$ cat src/mrc_pkg.sv
// ----------------------------------------------------------------------------
// mrc_pkg
// Shared constants, codes and types of the Modbus RTU reply checker.
// ----------------------------------------------------------------------------
package mrc_pkg;

    localparam int MAX_REGS    = 16;
    localparam int STORE_DEPTH = 5 + 2 * MAX_REGS;
    localparam int ADDR_W      = $clog2(STORE_DEPTH);
    localparam int CNT_W       = $clog2(STORE_DEPTH + 1);

    localparam int BYTE_W     = 8;
    localparam int KIND_W     = 2;
    localparam int STATUS_W   = 3;
    localparam int FUNC_W     = 7;
    localparam int REGCNT_W   = 5;
    localparam int CFG_IDX_W  = 2;
    localparam int CRC_W      = 16;

    localparam logic [CRC_W-1:0] CRC_INIT = 16'hFFFF;
    localparam logic [CRC_W-1:0] CRC_POLY = 16'hA001;

    // item kinds
    localparam logic [KIND_W-1:0] KIND_BYTE    = 2'd0;
    localparam logic [KIND_W-1:0] KIND_TIMEOUT = 2'd1;
    localparam logic [KIND_W-1:0] KIND_START   = 2'd2;

    // result status codes
    localparam logic [STATUS_W-1:0] ST_OK        = 3'd0;
    localparam logic [STATUS_W-1:0] ST_TIMEOUT   = 3'd1;
    localparam logic [STATUS_W-1:0] ST_CRC       = 3'd2;
    localparam logic [STATUS_W-1:0] ST_MISMATCH  = 3'd3;
    localparam logic [STATUS_W-1:0] ST_EXCEPTION = 3'd4;
    localparam logic [STATUS_W-1:0] ST_BADCOUNT  = 3'd5;

    // configuration register indexes
    localparam logic [CFG_IDX_W-1:0] CFG_SLAVE_ADDR = 2'd0;
    localparam logic [CFG_IDX_W-1:0] CFG_FUNC_CODE  = 2'd1;
    localparam logic [CFG_IDX_W-1:0] CFG_REG_COUNT  = 2'd2;

    // exception codes after which a retry cannot help
    localparam logic [BYTE_W-1:0] EXC_ILLEGAL_FUNC  = 8'd1;
    localparam logic [BYTE_W-1:0] EXC_ILLEGAL_ADDR  = 8'd2;
    localparam logic [BYTE_W-1:0] EXC_ILLEGAL_VALUE = 8'd3;
    localparam logic [BYTE_W-1:0] EXC_GW_PATH       = 8'd10;

    localparam logic [BYTE_W-1:0] EXC_FLAG = 8'h80;

    typedef struct packed {
        logic init;
        logic load;
        logic step;
    } t_crc_ctl;

endpackage

$ cat src/mrc_crc.sv
// ----------------------------------------------------------------------------
// mrc_crc
// Bit-serial CRC-16 (reflected 0xA001): one shift per cycle while stepped.
// ----------------------------------------------------------------------------
module mrc_crc (
    input  logic                        i_clk,
    input  logic                        i_rst_n,
    input  mrc_pkg::t_crc_ctl           i_ctl,
    input  logic [mrc_pkg::BYTE_W-1:0]  i_byte,
    output logic                        o_zero
);

    logic [mrc_pkg::CRC_W-1:0] r_crc;
    logic [mrc_pkg::CRC_W-1:0] n_crc;

    always_comb begin
        n_crc = r_crc;
        if (i_ctl.init) begin
            n_crc = mrc_pkg::CRC_INIT;
        end else if (i_ctl.load) begin
            n_crc = r_crc ^ {{(mrc_pkg::CRC_W - mrc_pkg::BYTE_W){1'b0}}, i_byte};
        end else if (i_ctl.step) begin
            if (r_crc[0]) begin
                n_crc = (r_crc >> 1) ^ mrc_pkg::CRC_POLY;
            end else begin
                n_crc = r_crc >> 1;
            end
        end
    end

    always_ff @(posedge i_clk) begin
        if (!i_rst_n) begin
            r_crc <= mrc_pkg::CRC_INIT;
        end else begin
            r_crc <= n_crc;
        end
    end

    // intact frame leaves the register at zero after its own CRC bytes
    assign o_zero = (r_crc == '0);

endmodule

$ cat config.mk
export PLATFORM = sky130hd
export DESIGN_NAME = mrc_crc
export DESIGN_NICKNAME = d
export VERILOG_FILES = /design/src/mrc_pkg.sv /design/src/mrc_crc.sv
export SDC_FILE = /design/constraint.sdc
export NUM_CORES = 1
export LEC_CHECK = 0
export ABC_AREA = 1
export BUFFER_PORTS_ARGS = -buffer_cell sky130_fd_sc_hd__buf_2
export CORE_UTILIZATION = 49
export CTS_BUF_LIST = sky130_fd_sc_hd__clkbuf_8 sky130_fd_sc_hd__clkbuf_16
export CTS_CLUSTER_SIZE = 10
export DETAILED_ROUTE_END_ITERATION = 7
export GPL_ROUTABILITY_DRIVEN = 0
export PLACE_DENSITY = 0.77
export SLEW_MARGIN = 20
export SYNTH_ARGS = -nofsm -noshare
export SYNTH_HDL_FRONTEND = slang
export SYNTH_SLANG_ARGS = --single-unit
$ cat constraint.sdc
create_clock -name i_clk -period 1 [get_ports i_clk]
set_input_delay 0.15 -clock i_clk [delete_from_list [all_inputs] [get_ports i_clk]]
set_output_delay 0.15 -clock i_clk [all_outputs]
set_load 0.05 [all_outputs]
==> results of run 1 <==
-- through the flow --
step	utilization [%]	total power [mW]
2_1_floorplan	-	0.886
3_3_place_gp	66.8	0.970
3_5_place_dp	66.8	0.985
4_1_cts	70.1	1.47
5_1_grt	70.6	1.52
6_report	70.6	1.45
-- logic make-up (layout without fill, tap and decap cells) --
| logic type | count (synthesis) | in the layout | share of synthesized area, % |
|---|---|---|---|
| AOI/OAI and AO/OA | 7 | 7 | 9.04 |
| adders and majority gates | 1 | 1 | 1.29 |
| and+or+nand+nor | 77 | 77 | 34.4 |
| buffers and inverters | 24 | 57 | 15.0 |
| xor gates and xnor gates | 8 | 8 | 7.24 |
| DFF | 16 | 16 | 33.1 |
-- cells in the final DEF, fill, tap and decap left out, drive strengths merged --
master  instances
buf            34
clkbuf          3
dfxtp          16
ha              1
inv            20
nand2          45
nand3          10
nor2           22
o211ai          7
xor2            8
-- cell type report --
| cell class | instances | share of cell area (%) |
|---|---|---|
| Multi-Input combinational cell | 93 | 42.1 |
| Sequential cell | 16 | 25.6 |
| Timing Repair Buffer | 34 | 19.5 |
| Inverter | 20 | 6.96 |
| Clock buffer | 3 | 3.28 |
| Tap cell | 25 | 2.49 |
-- worst paths after layout --
path                           from                     end  slack [ns]  depth (start not counted)
max           r_crc[1]$_SDFFE_PP1P_                  o_zero       -0.39                          7
min                       i_byte[7]   r_crc[7]$_SDFFE_PP1P_        0.18                          4
max reg2reg   r_crc[1]$_SDFFE_PP1P_   r_crc[0]$_SDFFE_PP1P_        0.02                          6
min reg2reg  r_crc[10]$_SDFFE_PP1P_  r_crc[10]$_SDFFE_PP1P_        0.47                          2
-- synthesized netlist by cell type, drive strengths merged --
master   n  area (um2)
nand2   45         193
dfxtp   16         320
nor2    22        90.1
inv     20        87.6
nand3   10        50.1
buf      4        57.6
ha       1        12.5
xor2     8        70.1
o211ai   7        87.6
-- worst min-delay path: stages --
cell	delay, ns
buf_2	0.08
xor2_1	0.05
nand2_1	0.05
nand2_1	0.04
-- routing by layer --
| metal | wire (um) | part of all wire, % | vias up | GRT usage, % |
|---|---|---|---|---|
| li1 | - | - | 470 | - |
| met1 | 859 | 42 | 408 | 23.0 |
| met2 | 1080 | 53 | 19 | 40.0 |
| met3 | 67 | 3.3 | 6 | 3.53 |
| met4 | 41 | 2.0 | 0 | 14.7 |
| met5 | 0 | 0 | - | 0 |
-- report_power, final --
| part | switching [mW] | leakage [nW] | internal [mW] |
|---|---|---|---|
| registers | 0.0155 | 0.131 | 0.667 |
| logic | 0.161 | 0.554 | 0.136 |
| clock network | 0.203 | 0.0216 | 0.267 |
| total | 0.379 | 0.706 | 1.07 |
-- what timing repair did --
item | in CTS | in global routing
setup buffers | 1 | 0
setup endpoints to repair | 2 | 2
pin swaps | 0 | 5
resized for setup | 4 | 2
gates cloned | 0 | 0
==> run_results.csv, run 1 <==
group,metric,value,unit
final_layout,top_register,"r_crc",
status,violations,"negative setup slack",
synth,syn_inst,133,
routing,avgViaCountPerCell,4.73,
clock_network,clock-sinks,16,
timing,timing.setup.tns,-0.387,ns
final_layout,drive_above_1_share,33.7,%
global_routing,grt_usage,22.1,%
synth,yosysSeqAreaShare,33.1,%
placement,io_buffers,13,
floorplan,ios,14,
setup_path,slowest_stage,"dfxtp_2",
clock_network,ctsHoldBuffers,0,
setup_path,crit_buf_inv,2,
synth,synth.avg_cell_area,7.28,um2
clock_network,cts.path.max_buffers,2,
timing,final_max_slew_viol_count,0,
placement,dp.cells,187,
synth,ys_seq_elements,16,
final_layout,fin_cells,191,
routing,antenna_left,0,
timing,worst_slew_pin_slew,0.178,ns
placement,post-dp-hpwl,1.57,mm
placement,postPlaceCellArea,0.00119,mm2
timing,grt_setup_unrepaired,"yes",
timing,hold_viol,0,
global_routing,grt_max_degree,17,
timing,finalSetupViolCount,1,
placement,pre_cts_ws,-0.215,ns
timing,worst_slack,-0.387,ns
final_layout,syn_to_final_growth,30.0,%
power,power_leakage,0.706,nW
routing,drt_iter0_drc,9,
timing,max_freq,721,MHz
routing,wl_per_cell,10.7,um
setup_path,critPathTopFamily,"flip-flops",
timing,max_slew_margin,88.2,%
final_layout,seq_area,323,um2
global_routing,grt-ovfl-total,0,
global_routing,grt_pass1_vias,888,
final_layout,diodes,0,
final_layout,reg_top3,"r_crc (16)",
synth,synth_cell_types,15,
synth,synth_nets,147,
setup_path,cp.arrival,1.24,ns
final_layout,multi_input_area,531,um2
clock_network,cts_tree,"done",
global_routing,grt_pass1_wl,3.30,mm
timing,clock_skew,0.00122,ns
final_layout,nFillCells,159,
clock_network,cts_htree_levels,1,
min_path,hold_path_class,"in -> reg",
power,ir_worst_vdd,0.672,mV
clock_network,clkSlewWorstSetupHoldPaths,0.06,ns
clock_network,clkLatencyLatePin,0.24,ns
power,power_density,1150,mW/mm2
setup_path,crit_path_end_kind,"primary output",
routing,route.final.wire_length,2.05,mm
setup_path,critPathMaxStageDelay,0.33,ns
setup_path,start_kind,"flip-flop",
final_layout,nets,182,
timing,fin_crit,1.39,ns
synth,synth_area,968,um2
clock_network,clockRootBuffer,"clkbuf_8",
floorplan,start_util,54.3,%
floorplan,fp.coreArea,0.00178,mm2
clock_network,numCtsBuffers,3,
final_layout,largest_reg_flops,16,
timing,period_share,139,%
floorplan,dieWidth,46.5,um
floorplan,die_h,46.5,um
setup_path,critPathKind,"reg -> out",
run,maxCapViolCount,0,
final_layout,fin_area,0.00126,mm2
routing,drt-pass1-iter-count,4,
status,status,"finished with violations",
synth,ys_warn_count,0,
setup_path,cp_max_fo,2,
timing,holdWs,0.178,ns
floorplan,fp.dieArea,0.00216,mm2
floorplan,num_rows,15,
setup_path,worstPathRequired,0.85,ns
global_routing,antenna_found_initial,0,
routing,vias,903,
setup_path,crit_path_cell_trace,"inv_2 -> ha_4 -> nand2_2 -> nor2_1 -> nand2_1 -> nor2_4 -> buf_8",
routing,route.detailed.drc,0,
Note: power is estimated with default switching activity, not from simulation.
==> run 2: changes to the inputs <==
--- a/config.mk
+++ b/config.mk
@@ -5,9 +5,9 @@
 export SDC_FILE = /design/constraint.sdc
 export NUM_CORES = 1
 export LEC_CHECK = 0
-export ABC_AREA = 1
+export ABC_AREA = 0
 export BUFFER_PORTS_ARGS = -buffer_cell sky130_fd_sc_hd__buf_2
-export CORE_UTILIZATION = 49
+export CORE_UTILIZATION = 50
 export CTS_BUF_LIST = sky130_fd_sc_hd__clkbuf_8 sky130_fd_sc_hd__clkbuf_16
 export CTS_CLUSTER_SIZE = 10
 export DETAILED_ROUTE_END_ITERATION = 7
==> constraint.sdc (replaced) <==
create_clock -name i_clk -period 1.5 [get_ports i_clk]
set_input_delay 0.225 -clock i_clk [delete_from_list [all_inputs] [get_ports i_clk]]
set_output_delay 0.225 -clock i_clk [all_outputs]
set_load 0.05 [all_outputs]
==> run 2 against run 1 <==
Effect of this change:
- cell count down 32%
- critical path depth fell by 2
- sequential share of layout area up 7.9 points
- combinational power is 62% lower
- first-iteration DRC count up 100%
- the flow still finishes with violations (negative setup slack)
- clock skew is 0.0035 ns higher
- worst setup slack better by 0.32 ns
==> run_results.csv, run 2 <==
group,metric,value,unit
synth,netlist.area_leader.share,41.2,%
synth,synth_cell_types,22,
routing,antenna_left,0,
setup_path,crit_path_end_kind,"primary output",
routing,drt-pass1-iter-count,4,
power,power_leakage,0.435,nW
floorplan,start_util,56.9,%
routing,route.final.wire_length,1.80,mm
global_routing,grt-ovfl-total,0,
clock_network,clock-sinks,16,
clock_network,cts_htree_levels,1,
power,power_density,980,mW/mm2
timing,hold_viol,0,
power,swShare,23.0,%
clock_network,clkLatencyLatePin,0.25,ns
synth,synthTopCellsByArea,"dfxtp_1, nand3_1, nand2_1",
synth,synth_nets,110,
status,violations,"negative setup slack",
final_layout,nets,130,
synth,synth.avg_cell_area,8.09,um2
synth,synth_top_area_cell,"dfxtp_1",
synth,synthTopCellsByCount,"dfxtp_1, nand2_1, nand3_1",
floorplan,dieWidth,41.4,um
setup_path,start_kind,"flip-flop",
synth,synth.most_common_cell,"dfxtp_1",
routing,vias,730,
timing,clock_skew,0.00472,ns
power,power,0.944,mW
final_layout,top_register,"r_crc",
setup_path,critPathKind,"reg -> out",
global_routing,grt_max_degree,17,
global_routing,grt_usage,23.6,%
clock_network,clkSlewWorstSetupHoldPaths,0.06,ns
clock_network,clockRootBuffer,"clkbuf_8",
clock_network,cts_tree,"done",
setup_path,worstPathRequired,1.27,ns
power,p_clk_share,39.7,%
placement,dp.cells,124,
floorplan,num_rows,13,
routing,avgViaCountPerCell,5.62,
timing,final_max_slew_viol_count,0,
power,internal_power,0.726,mW
min_path,hold_path_class,"in -> reg",
final_layout,largest_reg_flops,16,
final_layout,fin_cells,130,
floorplan,ios,14,
final_layout,fin_util,70.5,%
synth,synthArstFlopShare,0,%
timing,grt_setup_unrepaired,"yes",
routing,wl_per_cell,13.8,um
global_routing,antenna_found_initial,0,
timing,holdWs,0.308,ns
clock_network,cts.path.max_buffers,2,
synth,synth_area,777,um2
synth,yosysSeqAreaShare,41.2,%
global_routing,grt_pass1_wl,3.20,mm
timing,max_slew_margin,78.1,%
clock_network,numCtsBuffers,3,
placement,io_buffers,13,
timing,finalSetupViolCount,1,
timing,period_share,104,%
timing,worst_slew_pin_slew,0.329,ns
setup_path,cp_max_fo,2,
final_layout,syn_to_final_growth,24.0,%
power,netSwitchingPower,0.218,mW
synth,ys_seq_elements,16,
final_layout,diodes,0,
routing,route.detailed.drc,0,
setup_path,cp.arrival,1.34,ns
global_routing,grt_pass1_vias,714,
floorplan,fp.coreArea,0.00137,mm2
floorplan,fp.dieArea,0.00172,mm2
routing,drt_iter0_drc,18,
timing,fin_crit,1.56,ns
power,seqPwrFrac,48.2,%
status,status,"finished with violations",
placement,post-dp-hpwl,1.23,mm
timing,timing.setup.tns,-0.0643,ns
final_layout,mostFrequentLayoutCells,"nand3_1, nand2_1, dfxtp_1",
power,ir_worst_vdd,0.614,mV
timing,max_freq,639,MHz
run,maxCapViolCount,0,
synth,syn_inst,96,
final_layout,reg_top3,"r_crc (16)",
synth,ys.flop_type,"dfxtp_1",
timing,worst_slack,-0.0643,ns
final_layout,drive_above_1_share,28.7,%
floorplan,die_h,41.4,um
synth,ys_warn_count,0,
clock_network,ctsHoldBuffers,0,
power,combinationalPowerShare,12.1,%
synth,synth_edf_count,0,
==> run 2: critical path, stage by stage, from the launching register on <==
cell and delay, ns:
dfxtp_2 0.33, inv_2 0.07, ha_4 0.13, nor4b_4 0.17
and4_1 0.24, buf_6 0.16
==> run 2: power groups by stage <==
stage	combinational, mW	sequential, mW	clock, mW
floorplan	0.0731	0.459	0
global placement	0.103	0.461	0
finish	0.114	0.455	0.375
CTS	0.113	0.454	0.382
global route	0.129	0.456	0.403
detailed placement	0.106	0.462	0
==> run 2: logic make-up (layout without fill, tap and decap cells) <==
family	Yosys count	after routing	synth area share [%]
XOR/XNOR	1	1	1.13
adder cells (fa/ha/maj)	1	1	1.61
flip-flops	16	16	41.2
buffers and inverters	7	26	6.28
AND/OR/NAND/NOR	45	45	31.1
AO/OA/AOI/OAI	26	26	18.7
==> run 2: per-stage QoR <==
stage / cell area (um2) / setup WS, ns
after global placement: 857 / 0.0890
after CTS: 963 / -0.0572
after global routing: 963 / -0.127
after detailed placement: 857 / 0.0699
final: 963 / -0.0643
after floorplan: 777 / 0.0481
==> run 2: path summary, 6_finish.rpt <==
kind | to | depth (start not counted) | slack (ns) | startpoint
worst max-delay path | o_zero | 5 | -0.06 | r_crc[1]$_SDFFE_PP1P_
worst min-delay path | r_crc[6]$_SDFFE_PP1P_ | 4 | 0.31 | i_byte[6]
worst max register to register | r_crc[0]$_SDFFE_PP1P_ | 4 | 0.53 | r_crc[1]$_SDFFE_PP1P_
worst min register to register | r_crc[14]$_SDFFE_PP1P_ | 2 | 0.49 | r_crc[15]$_SDFFE_PP1P_
==> run 2: per-layer routing <==
metal | wire, um | global-route usage [%] | up-vias
met5 | 0 | 0 | -
met3 | 108 | 6.09 | 2
met2 | 895 | 38.8 | 22
li1 | - | - | 373
met4 | 5 | 7.74 | 0
met1 | 787 | 30.1 | 333
==> run 2: layout make-up <==
type                    instances  area, um2
multi-input cells              73        435
fillers                       107        403
inverters                       2       7.51
clock buffers                   4       55.1
flip-flops and latches         16        323
well taps                      15       18.8
repair buffers                 20        124
==> run 2: repair_timing <==
item / CTS / global route
setup buffers: 2 / 0
endpoints found under the setup margin: 1 / 1
pin swaps: 2 / 0
gates resized for setup: 10 / 0
==> run 3: changes to the inputs <==
==> constraint.sdc (replaced) <==
create_clock -name i_clk -period 1.9 [get_ports i_clk]
set_input_delay 0.285 -clock i_clk [delete_from_list [all_inputs] [get_ports i_clk]]
set_output_delay 0.285 -clock i_clk [all_outputs]
set_load 0.05 [all_outputs]
==> run 3 against run 2 <==
Effect of this change:
- the flow now finishes without violations
- combinational power decreased by 28%
- critical endpoint unchanged
- highest routed layer unchanged
- clock power decreased by 35%
- sequential cell count unchanged
- largest cell class unchanged
- largest power group unchanged
==> run_results.csv, run 3 (synthesis gave the netlist of run 2 again) <==
group,metric,value,unit
timing,final_max_slew_viol_count,0,
power,swShare,23.3,%
power,internal_power,0.525,mW
setup_path,cp_max_fo,4,
routing,vias,718,
routing,wl_per_cell,13.2,um
clock_network,postCtsSetupRepairBufs,0,
setup_path,cp.arrival,1.48,ns
final_layout,drive_above_1_share,21.6,%
clock_network,numCtsBuffers,3,
timing,fin_crit,1.76,ns
final_layout,fin_util,65.8,%
power,combinationalPowerShare,12.0,%
clock_network,cts_tree,"done",
placement,dp.cells,123,
clock_network,clock-sinks,16,
final_layout,final_common_cell,"dfxtp_1",
floorplan,fp.dieArea,0.00172,mm2
power,netSwitchingPower,0.159,mW
final_layout,largest_reg_flops,16,
min_path,hold_path_class,"in -> reg",
status,status,"finished clean",
power,power,0.685,mW
timing,hold_viol,0,
global_routing,grt-ovfl-total,0,
routing,route.detailed.drc,0,
final_layout,nFillCells,121,
global_routing,grt_usage,21.7,%
setup_path,critPathKind,"reg -> out",
timing,period_share,92.8,%
final_layout,diodes,0,
clock_network,clkLatencyLatePin,0.24,ns
setup_path,worstReg2RegEnd,"r_crc[0]$_SDFFE_PP1P_",
setup_path,start_kind,"flip-flop",
setup_path,worstPathRequired,1.62,ns
floorplan,ios,14,
min_path,whs_path_depth,4,
timing,clock_skew,0.00238,ns
routing,drt_iter0_drc,12,
final_layout,fin_cells,126,
power,power_leakage,0.404,nW
setup_path,r2r_start,"r_crc[0]$_SDFFE_PP1P_",
final_layout,top_register,"r_crc",
final_layout,mostFrequentLayoutCells,"dfxtp_1, nand3_1, nand2_1",
floorplan,dieWidth,41.4,um
setup_path,rrSetupSlack,0.79,ns
floorplan,fp.coreArea,0.00137,mm2
global_routing,grt_pass1_vias,660,
placement,post-dp-hpwl,1.15,mm
clock_network,cts.path.max_buffers,2,
timing,max_slew_margin,80.8,%
routing,drt-pass1-iter-count,4,
clock_network,cts_htree_levels,1,
final_layout,reg_top3,"r_crc (16)",
clock_network,clockRootBuffer,"clkbuf_8",
floorplan,num_rows,13,
global_routing,grt_max_degree,19,
floorplan,die_h,41.4,um
min_path,min-delay-start,"i_byte[5]",
global_routing,grt_pass1_wl,2.91,mm
power,power_density,761,mW/mm2
routing,antenna_left,0,
placement,pre_cts_ws,0.375,ns
min_path,hold_path_end,"r_crc[5]$_SDFFE_PP1P_",
final_layout,nets,127,
global_routing,antenna_found_initial,0,
setup_path,rr_worst_depth,4,
routing,avgViaCountPerCell,5.70,
run,maxCapViolCount,0,
timing,worst_slack,0.137,ns
timing,worst_slew_pin_slew,0.285,ns
timing,max_freq,567,MHz
timing,finalSetupViolCount,0,
routing,route.final.wire_length,1.67,mm
power,ir_worst_vdd,0.562,mV
floorplan,start_util,56.9,%
power,p_clk_share,35.6,%
timing,timing.setup.tns,0,ns
clock_network,clkSlewWorstSetupHoldPaths,0.06,ns
timing,grt_setup_unrepaired,"no",
final_layout,syn_to_final_growth,15.8,%
setup_path,crit_path_end_kind,"primary output",
placement,io_buffers,13,
power,seqPwrFrac,52.4,%
run 3: changes by cell type in the layout (fill, tap and decap cells not counted), sizes merged:
| cell | change |
|---|---|
| buf | -4 |
run 3: power groups by stage:
| stage | logic [mW] | clock network (mW) | registers, mW |
|---|---|---|---|
| after floorplan | 0.0577 | 0 | 0.362 |
| final | 0.0823 | 0.244 | 0.359 |
| after global placement | 0.0791 | 0 | 0.364 |
| after global routing | 0.0931 | 0.269 | 0.360 |
| after CTS | 0.0822 | 0.252 | 0.358 |
| after detailed placement | 0.0815 | 0 | 0.365 |
run 3: cell type report:
cell class                 count  area [um2]  share of cell area [%]
clock buffer                   3        41.3                    4.59
sequential                    16         320                    35.6
multi-input combinational     73         414                    46.0
inverter                       2        7.51                   0.834
timing repair buffer          17        97.6                    10.8
tap                           15        18.8                    2.09
run 3: per-stage QoR:
| stage | hold WS, ns | instance area [um2] |
|---|---|---|
| 6_report | 0.367 | 900 |
| 3_5_place_dp | 0.478 | 850 |
| 3_3_place_gp | 0.472 | 850 |
| 5_1_grt | 0.401 | 900 |
| 4_1_cts | 0.363 | 891 |
| 2_1_floorplan | 0.451 | 777 |
run 3: metal layers:
layer  global-route usage [%]  vias to the layer above  wire length, um
li1                         -                      364                -
met1                     29.5                      330              815
met2                     33.4                       22              754
met3                     2.61                        2               83
met4                     11.6                        0               11
met5                        0                        -                0
run 3: how the worst max path moves through the flow:
stage                                startpoint  endpoint  slack (ns)  cells after the start
after floorplan           r_crc[0]$_SDFFE_PP1P_    o_zero        0.39                      4
after global placement    r_crc[0]$_SDFFE_PP1P_    o_zero        0.38                      5
after detailed placement  r_crc[0]$_SDFFE_PP1P_    o_zero        0.38                      5
after CTS                 r_crc[0]$_SDFFE_PP1P_    o_zero        0.01                      5
after global routing      r_crc[0]$_SDFFE_PP1P_    o_zero        0.03                      5
final                     r_crc[0]$_SDFFE_PP1P_    o_zero        0.14                      5
run 3: critical path, cell delays in order, from the launching register on:
cell,delay [ns]
dfxtp_1,0.34
inv_1,0.10
ha_1,0.15
nor4b_2,0.19
and4_1,0.23
clkbuf_4,0.23
run 3: timing repair:
item | in CTS | in global routing
endpoints found under the hold margin | 0 | 0
hold buffers | 0 | 0
endpoints found under the setup margin | 0 | 1
gates resized for setup | 0 | 2
